===== config.mk =====
export PLATFORM = sky130hd
export DESIGN_NAME = windowed_power_monitor_average
export DESIGN_NICKNAME = d
export VERILOG_FILES = /design/src/rtl/core/wpma_pkg.sv /design/src/rtl/core/wpma_cell.sv /design/src/rtl/core/wpma_window.sv /design/src/rtl/core/wpma_scale.sv /design/src/rtl/core/windowed_power_monitor_average.sv
export SDC_FILE = /design/constraint.sdc
export NUM_CORES = 2
export LEC_CHECK = 0
export BUFFER_PORTS_ARGS = -buffer_cell sky130_fd_sc_hd__buf_4
export CAP_MARGIN = 20
export CORE_UTILIZATION = 60
export CTS_CLUSTER_DIAMETER = 150
export DETAILED_ROUTE_END_ITERATION = 16
export GPL_TIMING_DRIVEN = 0
export PLACE_DENSITY = 0.77
export SETUP_SLACK_MARGIN = 0.15
export SLEW_MARGIN = 5
export SYNTH_ARGS = -nofsm -noshare
export SYNTH_HDL_FRONTEND = slang
export SYNTH_SLANG_ARGS = --single-unit

===== constraint.sdc =====
create_clock -name aclk -period 9.6 [get_ports aclk]
set_input_delay 1.44 -clock aclk [delete_from_list [all_inputs] [get_ports aclk]]
set_output_delay 1.44 -clock aclk [all_outputs]
set_load 0.05 [all_outputs]

===== src/rtl/core/wpma_pkg.sv =====
package wpma_pkg;

    // Field widths of the input and result items.
    localparam int unsigned VAL_W   = 16;
    localparam int unsigned CUR_W   = 14;
    localparam int unsigned PWR_W   = 16;
    localparam int unsigned CNT_W   = 8;
    localparam int unsigned S_DATA_W = 32;
    localparam int unsigned M_DATA_W = 48;

    // Reset value of the sample interval register.
    localparam logic [CNT_W-1:0] INTERVAL_RESET = CNT_W'(10);

    // The current is mean * 25 / 100, which is exactly mean / 4.
    localparam int unsigned CUR_SHIFT = 2;

    // Power product of a 16-bit voltage and a 14-bit current.
    localparam int unsigned PROD_W = VAL_W + CUR_W;

    // Exact division by 10000 of a PROD_W-bit value: multiply by the rounded-up
    // reciprocal scaled by 2^(PROD_W + 14) and keep the top bits.
    localparam longint unsigned PWR_DIV     = 64'd10000;
    localparam int unsigned     PWR_SHIFT   = PROD_W + 14;
    localparam longint unsigned PWR_RECIP_L = ((64'd1 << PWR_SHIFT) + PWR_DIV - 64'd1) / PWR_DIV;
    localparam int unsigned     RECIP_W     = 31;
    localparam logic [RECIP_W-1:0] PWR_RECIP = RECIP_W'(PWR_RECIP_L);
    localparam int unsigned     PQ_W        = PROD_W + RECIP_W;
    localparam int unsigned     PWR_Q_W     = PQ_W - PWR_SHIFT;
    localparam logic [PWR_W-1:0] PWR_MAX    = '1;

endpackage


===== src/rtl/core/wpma_cell.sv =====
module wpma_cell
    import wpma_pkg::*;
(
    input  logic             aclk,
    input  logic             aresetn,
    input  logic             shift_en,
    input  logic [VAL_W-1:0] volt_in,
    input  logic [VAL_W-1:0] shunt_in,
    output logic [VAL_W-1:0] volt_out,
    output logic [VAL_W-1:0] shunt_out
);

    logic [VAL_W-1:0] volt_reg;
    logic [VAL_W-1:0] shunt_reg;

    // One window slot: takes the pair from its newer neighbor on a shift.
    always_ff @(posedge aclk) begin
        if (!aresetn) begin
            volt_reg  <= '0;
            shunt_reg <= '0;
        end else if (shift_en) begin
            volt_reg  <= volt_in;
            shunt_reg <= shunt_in;
        end
    end

    assign volt_out  = volt_reg;
    assign shunt_out = shunt_reg;

endmodule


===== src/rtl/core/wpma_window.sv =====
module wpma_window
    import wpma_pkg::*;
#(
    parameter int unsigned WINDOW = 10,
    parameter int unsigned SUM_W  = VAL_W + $clog2(WINDOW)
) (
    input  logic             aclk,
    input  logic             aresetn,
    input  logic             advance,
    input  logic             accept,
    input  logic [VAL_W-1:0] volt_new,
    input  logic [VAL_W-1:0] shunt_new,
    input  logic             cfg_we,
    input  logic [CNT_W-1:0] cfg_wdata,
    output logic             sum_valid,
    output logic [SUM_W-1:0] volt_sum,
    output logic [SUM_W-1:0] shunt_sum
);

    logic [CNT_W-1:0] interval_reg;
    logic [CNT_W-1:0] count_reg;
    logic [CNT_W-1:0] count_next;
    logic [SUM_W-1:0] volt_sum_reg;
    logic [SUM_W-1:0] volt_sum_next;
    logic [SUM_W-1:0] shunt_sum_reg;
    logic [SUM_W-1:0] shunt_sum_next;
    logic             valid_reg;
    logic             take_sample;
    logic             shift_en;

    // Chain taps: index WINDOW holds the incoming pair, index 0 the oldest slot.
    logic [VAL_W-1:0] volt_tap  [WINDOW+1];
    logic [VAL_W-1:0] shunt_tap [WINDOW+1];

    // Interval register, written from the configuration port.
    always_ff @(posedge aclk) begin
        if (!aresetn) begin
            interval_reg <= INTERVAL_RESET;
        end else if (cfg_we) begin
            interval_reg <= cfg_wdata;
        end
    end

    // Tick counter decides whether this item enters the windows.
    assign take_sample = (count_reg >= interval_reg);
    assign shift_en    = accept && take_sample;
    assign count_next  = take_sample ? '0 : count_reg + CNT_W'(1);

    assign volt_tap[WINDOW]  = volt_new;
    assign shunt_tap[WINDOW] = shunt_new;

    // Row of window cells, each passing its pair to the older neighbor.
    for (genvar i = 0; i < WINDOW; i++) begin : g_cell
        wpma_cell u_cell (
            .aclk      (aclk),
            .aresetn   (aresetn),
            .shift_en  (shift_en),
            .volt_in   (volt_tap[i+1]),
            .shunt_in  (shunt_tap[i+1]),
            .volt_out  (volt_tap[i]),
            .shunt_out (shunt_tap[i])
        );
    end

    // Running sums: add the new sample, drop the one leaving the oldest cell.
    assign volt_sum_next  = volt_sum_reg + SUM_W'(volt_new) - SUM_W'(volt_tap[0]);
    assign shunt_sum_next = shunt_sum_reg + SUM_W'(shunt_new) - SUM_W'(shunt_tap[0]);

    always_ff @(posedge aclk) begin
        if (!aresetn) begin
            count_reg     <= '0;
            volt_sum_reg  <= '0;
            shunt_sum_reg <= '0;
        end else if (accept) begin
            count_reg <= count_next;
            if (take_sample) begin
                volt_sum_reg  <= volt_sum_next;
                shunt_sum_reg <= shunt_sum_next;
            end
        end
    end

    // Marks that the sums belong to an item that still needs its result.
    always_ff @(posedge aclk) begin
        if (!aresetn) begin
            valid_reg <= 1'b0;
        end else if (advance) begin
            valid_reg <= accept;
        end
    end

    assign sum_valid = valid_reg;
    assign volt_sum  = volt_sum_reg;
    assign shunt_sum = shunt_sum_reg;

endmodule


===== src/rtl/core/wpma_scale.sv =====
module wpma_scale
    import wpma_pkg::*;
#(
    parameter int unsigned WINDOW = 10,
    parameter int unsigned SUM_W  = VAL_W + $clog2(WINDOW)
) (
    input  logic                aclk,
    input  logic                aresetn,
    input  logic                advance,
    input  logic                sum_valid,
    input  logic [SUM_W-1:0]    volt_sum,
    input  logic [SUM_W-1:0]    shunt_sum,
    output logic                res_valid,
    output logic [M_DATA_W-1:0] res_data
);

    // Exact floor(sum / WINDOW) for SUM_W-bit sums via a rounded-up reciprocal.
    localparam int unsigned     MEAN_SHIFT = SUM_W + $clog2(WINDOW);
    localparam int unsigned     MW_W       = SUM_W + 1;
    localparam longint unsigned MW_L       =
        ((64'd1 << MEAN_SHIFT) + longint'(WINDOW) - 64'd1) / longint'(WINDOW);
    localparam logic [MW_W-1:0] MEAN_RECIP = MW_W'(MW_L);
    localparam int unsigned     MP_W       = SUM_W + MW_W;

    logic [MP_W-1:0]     volt_prod_reg;
    logic [MP_W-1:0]     shunt_prod_reg;
    logic                v2_reg;
    logic [VAL_W-1:0]    vavg_next;
    logic [CUR_W-1:0]    cur_next;
    logic [VAL_W-1:0]    vavg_reg;
    logic [CUR_W-1:0]    cur_reg;
    logic [PROD_W-1:0]   pprod_reg;
    logic                v3_reg;
    logic [VAL_W-1:0]    vavg4_reg;
    logic [CUR_W-1:0]    cur4_reg;
    logic [PQ_W-1:0]     pq_reg;
    logic                v4_reg;
    logic [PWR_Q_W-1:0]  pwr_q;
    logic [PWR_W-1:0]    pwr_next;
    logic [M_DATA_W-1:0] out_reg;
    logic                out_valid_reg;

    // Stage 2: scale both sums by the window reciprocal.
    always_ff @(posedge aclk) begin
        if (advance) begin
            volt_prod_reg  <= MP_W'(volt_sum) * MP_W'(MEAN_RECIP);
            shunt_prod_reg <= MP_W'(shunt_sum) * MP_W'(MEAN_RECIP);
        end
    end

    // Stage 3: take the means, derive the current and form the power product.
    assign vavg_next = volt_prod_reg[MEAN_SHIFT +: VAL_W];
    assign cur_next  = shunt_prod_reg[MEAN_SHIFT + CUR_SHIFT +: CUR_W];

    always_ff @(posedge aclk) begin
        if (advance) begin
            vavg_reg  <= vavg_next;
            cur_reg   <= cur_next;
            pprod_reg <= PROD_W'(vavg_next) * PROD_W'(cur_next);
        end
    end

    // Stage 4: divide the power product by 10000 through its reciprocal.
    always_ff @(posedge aclk) begin
        if (advance) begin
            vavg4_reg <= vavg_reg;
            cur4_reg  <= cur_reg;
            pq_reg    <= PQ_W'(pprod_reg) * PQ_W'(PWR_RECIP);
        end
    end

    // Stage 5: saturate the power and pack the result item.
    assign pwr_q    = pq_reg[PWR_SHIFT +: PWR_Q_W];
    assign pwr_next = (pwr_q > PWR_Q_W'(PWR_MAX)) ? PWR_MAX : pwr_q[PWR_W-1:0];

    always_ff @(posedge aclk) begin
        if (advance) begin
            out_reg <= M_DATA_W'({pwr_next, cur4_reg, vavg4_reg});
        end
    end

    // Valid bits travel alongside the data.
    always_ff @(posedge aclk) begin
        if (!aresetn) begin
            v2_reg        <= 1'b0;
            v3_reg        <= 1'b0;
            v4_reg        <= 1'b0;
            out_valid_reg <= 1'b0;
        end else if (advance) begin
            v2_reg        <= sum_valid;
            v3_reg        <= v2_reg;
            v4_reg        <= v3_reg;
            out_valid_reg <= v4_reg;
        end
    end

    assign res_valid = out_valid_reg;
    assign res_data  = out_reg;

endmodule


===== src/rtl/core/windowed_power_monitor_average.sv =====
// Results reach the m_ side via the sum, product, mean, quotient and output registers.
// Throughput: one item per cycle while m_tready stays high; the whole pipeline
// holds when the output register is full and not taken, which also drops s_tready.
// The window cell row with its running sums and the tick counter are the only per-item loops.
// Reset (aresetn low, synchronous) clears both windows, the sums, the interval
// counter and all valid bits, and loads the sample interval with 10.
module windowed_power_monitor_average
    import wpma_pkg::*;
#(
    parameter int unsigned WINDOW = 10
) (
    input  logic                aclk,
    input  logic                aresetn,
    input  logic                s_tvalid,
    output logic                s_tready,
    input  logic [S_DATA_W-1:0] s_tdata,  // bus_voltage_raw[15:0], shunt_raw[31:16]
    output logic                m_tvalid,
    input  logic                m_tready,
    output logic [M_DATA_W-1:0] m_tdata,  // bus_voltage_avg[15:0], current_avg[29:16],
                                          // power_est[45:30], zero fill[47:46]
    input  logic                cfg_we,
    input  logic [CNT_W-1:0]    cfg_wdata
);

    localparam int unsigned SUM_W = VAL_W + $clog2(WINDOW);

    logic             advance;
    logic             accept;
    logic             sum_valid;
    logic [SUM_W-1:0] volt_sum;
    logic [SUM_W-1:0] shunt_sum;

    // The pipeline moves whenever the output register is free or being emptied.
    assign advance  = !m_tvalid || m_tready;
    assign s_tready = advance;
    assign accept   = s_tvalid && advance;

    wpma_window #(
        .WINDOW (WINDOW),
        .SUM_W  (SUM_W)
    ) u_window (
        .aclk      (aclk),
        .aresetn   (aresetn),
        .advance   (advance),
        .accept    (accept),
        .volt_new  (s_tdata[VAL_W-1:0]),
        .shunt_new (s_tdata[2*VAL_W-1:VAL_W]),
        .cfg_we    (cfg_we),
        .cfg_wdata (cfg_wdata),
        .sum_valid (sum_valid),
        .volt_sum  (volt_sum),
        .shunt_sum (shunt_sum)
    );

    wpma_scale #(
        .WINDOW (WINDOW),
        .SUM_W  (SUM_W)
    ) u_scale (
        .aclk      (aclk),
        .aresetn   (aresetn),
        .advance   (advance),
        .sum_valid (sum_valid),
        .volt_sum  (volt_sum),
        .shunt_sum (shunt_sum),
        .res_valid (m_tvalid),
        .res_data  (m_tdata)
    );

endmodule


==> metrics.md <==
| Metric | Value |
|---|---|
| Tightest Hold Check Type | reg -> reg |
| Initial DRC count | 2637 |
| Nets@finish | 7931 |
| Gpl congestion | 1.02 |
| Syn. warnings | 0 |
| Yosys top cell area share | 30.3% |
| PostCTS Resize Cnt | 0 |
| WL/cell | 18.9 um |
| Share of cells above drive strength 1 | 4.65% |
| Core ar. | 0.0966 mm^2 |
| Met1 Use GR | 38.7% |
| Initial antenna violation count | 0 |
| Crit start category | flip-flop |
| Power Total | 0.00719 W |
| WS Path Type | reg -> reg |
| Ranking of synthesized cells by area | fa_1, ha_1, dfxtp_1, edfxtp_1, inv_1 |
| Seq cells post-synth | 564 |
| Hold Slack | 400 ps |
| Crit share post-route | 82.4% |
| Number of flops mapped to enable cells by yosys | 183 |
| IO Pins | 95 |
| Post-layout util | 64.9% |
| Initial Utilization | 60.4% |
| First-pass GRT wire length | 226000 um |
| Tmin final | 7910 ps |
| Skew final | 49.4 ps |
| Worst-Skew Late Latency | 700 ps |
| Root Buffer | clkbuf_16 |
| Cells on Worst Hold Path | 0 |
| Placed Area | 0.0607 mm^2 |
| Crit-path max FO | 6 |
| RSZ-0062 raised after global routing | no |
| Number of max-cap violations | 0 |
| Final HPWL DP | 119000 um |
| Vias | 40400 |
| Die width | 314 um |
| Leak pwr | 32.3 nW |
| Element type at the critical path end | flip-flop |
| Outcome | finished, final reports clean |
| Number of global-route vias before repair | 42600 |
| Post-route insts no fill | 7454 |
| CTS tree | built |
| Largest net degree at the start of global routing | 138 |
| R2R depth | 23 |
| Die area | 0.0985 mm^2 |
| CTS sink cnt | 564 |
| Met3 Track Usage GR | 4.49% |
| Synth Flop Type | dfxtp_1 |
| Clock-pin slew on the worst setup and hold paths | 60 ps |
| Dominant cell type by area after synthesis | fa_1 |
| # setup viols final | 0 |
| Pwr Density | 115 mW/mm^2 |
| Mapped Avg Cell Area | 9.76 um^2 |
| GRT Util Overall | 29.6% |
| Crit path DAT | 8330 ps |
| Worst VDD drop | 0.179 mV |
| Relative slew slack | 43.5% |
| Number of iterations in the first detailed-routing pass | 6 |
| Clock buffer depth | 3 |
| H-tree depth | 2 |
| Die Ht | 314 um |
| Netlist cell types | 77 |
| CTS Hold Buffers Added | 0 |
| Sequential area share after synthesis | 22.5% |
| Area grow syn2layout | 7.40% |
| Least-Margin Pin Slew | 848 ps |
| Fmax | 126 MHz |
| Final Instance Area | 0.0627 mm^2 |
| Diodes inserted | 0 |
| Mapped Cells | 5982 |
| Synth Cell Area | 0.0584 mm^2 |
| Fill count | 7806 |
| Num CTS Buffers | 59 |
| Global route overflow | 0 |
| Routed Antenna Nets | 0 |
| Final WL | 141000 um |
| Final slew viol count | 0 |
| # DRC | 0 |
| WP data required | 10020 ps |
| Ys async rst share | 0% |
| IO Port Bufs | 90 |
| Setup bufs post-CTS | 0 |
| FP Rows | 114 |
| Via/cell ratio | 5.42 |
| DP Cell Count | 7350 |
| Final hold violations | 0 |
| Gr busiest metal | met2 |
| Met2 global-route usage | 50.2% |
## cell type report
cell class / count / area [um^2] / share of cell area (%)
plain buffers: 158 / 711 / 1.13
inverters: 1384 / 5200 / 8.30
repair buffers: 91 / 703 / 1.12
clock buffers: 76 / 1640 / 2.62
flip-flops and latches: 564 / 13100 / 20.9
multi-input cells: 3877 / 39300 / 62.8
well taps: 1276 / 1600 / 2.55
clock inverters: 28 / 369 / 0.589
## Yosys cell counts (3+ instances only)
master	instances
a211o_1	5
o21ai_1	5
inv_1	1383
nor2b_1	16
buf_2	31
nand2b_1	18
o31ai_1	9
nor2_1	100
xnor2_1	80
clkbuf_1	106
mux2i_1	6
a21o_1	54
and3_1	13
ha_1	867
a21oi_1	476
or3_1	12
nand3_1	36
dfxtp_1	381
a22oi_1	3
a311oi_1	4
xor2_1	35
fa_1	884
nor3_1	22
buf_4	21
nand4_1	20
nand3b_1	3
o211ai_2	3
o21ai_0	73
or2_2	21
a211oi_1	16
a21boi_0	3
a21oi_2	3
nand2_1	894
edfxtp_1	183
o211ai_1	10
o21bai_1	12
and2_1	95
o22ai_1	3
a31oi_1	8
o21a_1	20
## final timing paths
path                               from                     to  slack, ps
setup / recovery  u_scale.pprod_reg[17]     u_scale.pq_reg[55]       1690
hold reg to reg    u_scale.vavg_reg[11]  u_scale.vavg4_reg[11]        400
hold / removal     u_scale.vavg_reg[11]  u_scale.vavg4_reg[11]        400
setup reg to reg  u_scale.pprod_reg[17]     u_scale.pq_reg[55]       1690
## layer usage
metal	up-vias	part of all wire, %
li1	18900	-
met1	20000	42
met2	1206	49
met3	286	6.1
met4	0	3.8
met5	-	0
## where the power goes
| group | internal (W) | switching (W) |
|---|---|---|
| Sequential | 0.00254 | 0.0000828 |
| Clock | 0.00135 | 0.00101 |
| Combinational | 0.000833 | 0.00137 |
## cells in the final DEF, fill, tap and decap left out, drive strengths merged, types with 12 or more instances in the layout
cell and n:
inv 1388, dfxtp 381, a21oi 479, clkinv 13
nor2b 16, clkbuf 182, or3 13, a21o 54
xor2 35, o21a 20, and3 13, nand3 36
nand4 21, nand2 894, nand2b 18, o211ai 13
fa 884, ha 867, nor3 23, nor2 100
a211oi 18, and2 95, edfxtp 183, xnor2 80
buf 143, or2 22, o21bai 12, o21ai 78
## kinds of logic after synthesis
kind of cell	after synthesis	share of synthesized area, %
AND/OR/NAND/NOR	1264	9.23
AO/OA/AOI/OAI	739	7.42
other	1	0.00643
XOR/XNOR	115	1.73
flip-flops	564	22.5
buffers and inverters	1542	10.1
multiplexers	6	0.103
adder cells (fa/ha/maj)	1751	48.9
## per-stage QoR
stage	TNS, ps	worst slack [ps]
global route	0	1370
finish	0	1690
detailed placement	0	1730
floorplan	0	2250
CTS	0	1690
global placement	-6890	-160
## worst max-delay path: stages (launching register included)
cell      delay, ps
edfxtp_1        650
ha_1            560
inv_1           200
fa_1            550
inv_1            60
fa_1            480
fa_1            450
fa_1            470
fa_1            520
fa_1            500
inv_1            50
fa_1            500
inv_1            40
ha_1            330
a21o_1          200
a21o_1          200
a211oi_2        260
nand3b_1        200
o211ai_2        230
o211ai_2        230
or2_4           310
o31a_4          300
a211oi_2        230
xnor2_1         100
(Power assumes the default switching activity.)
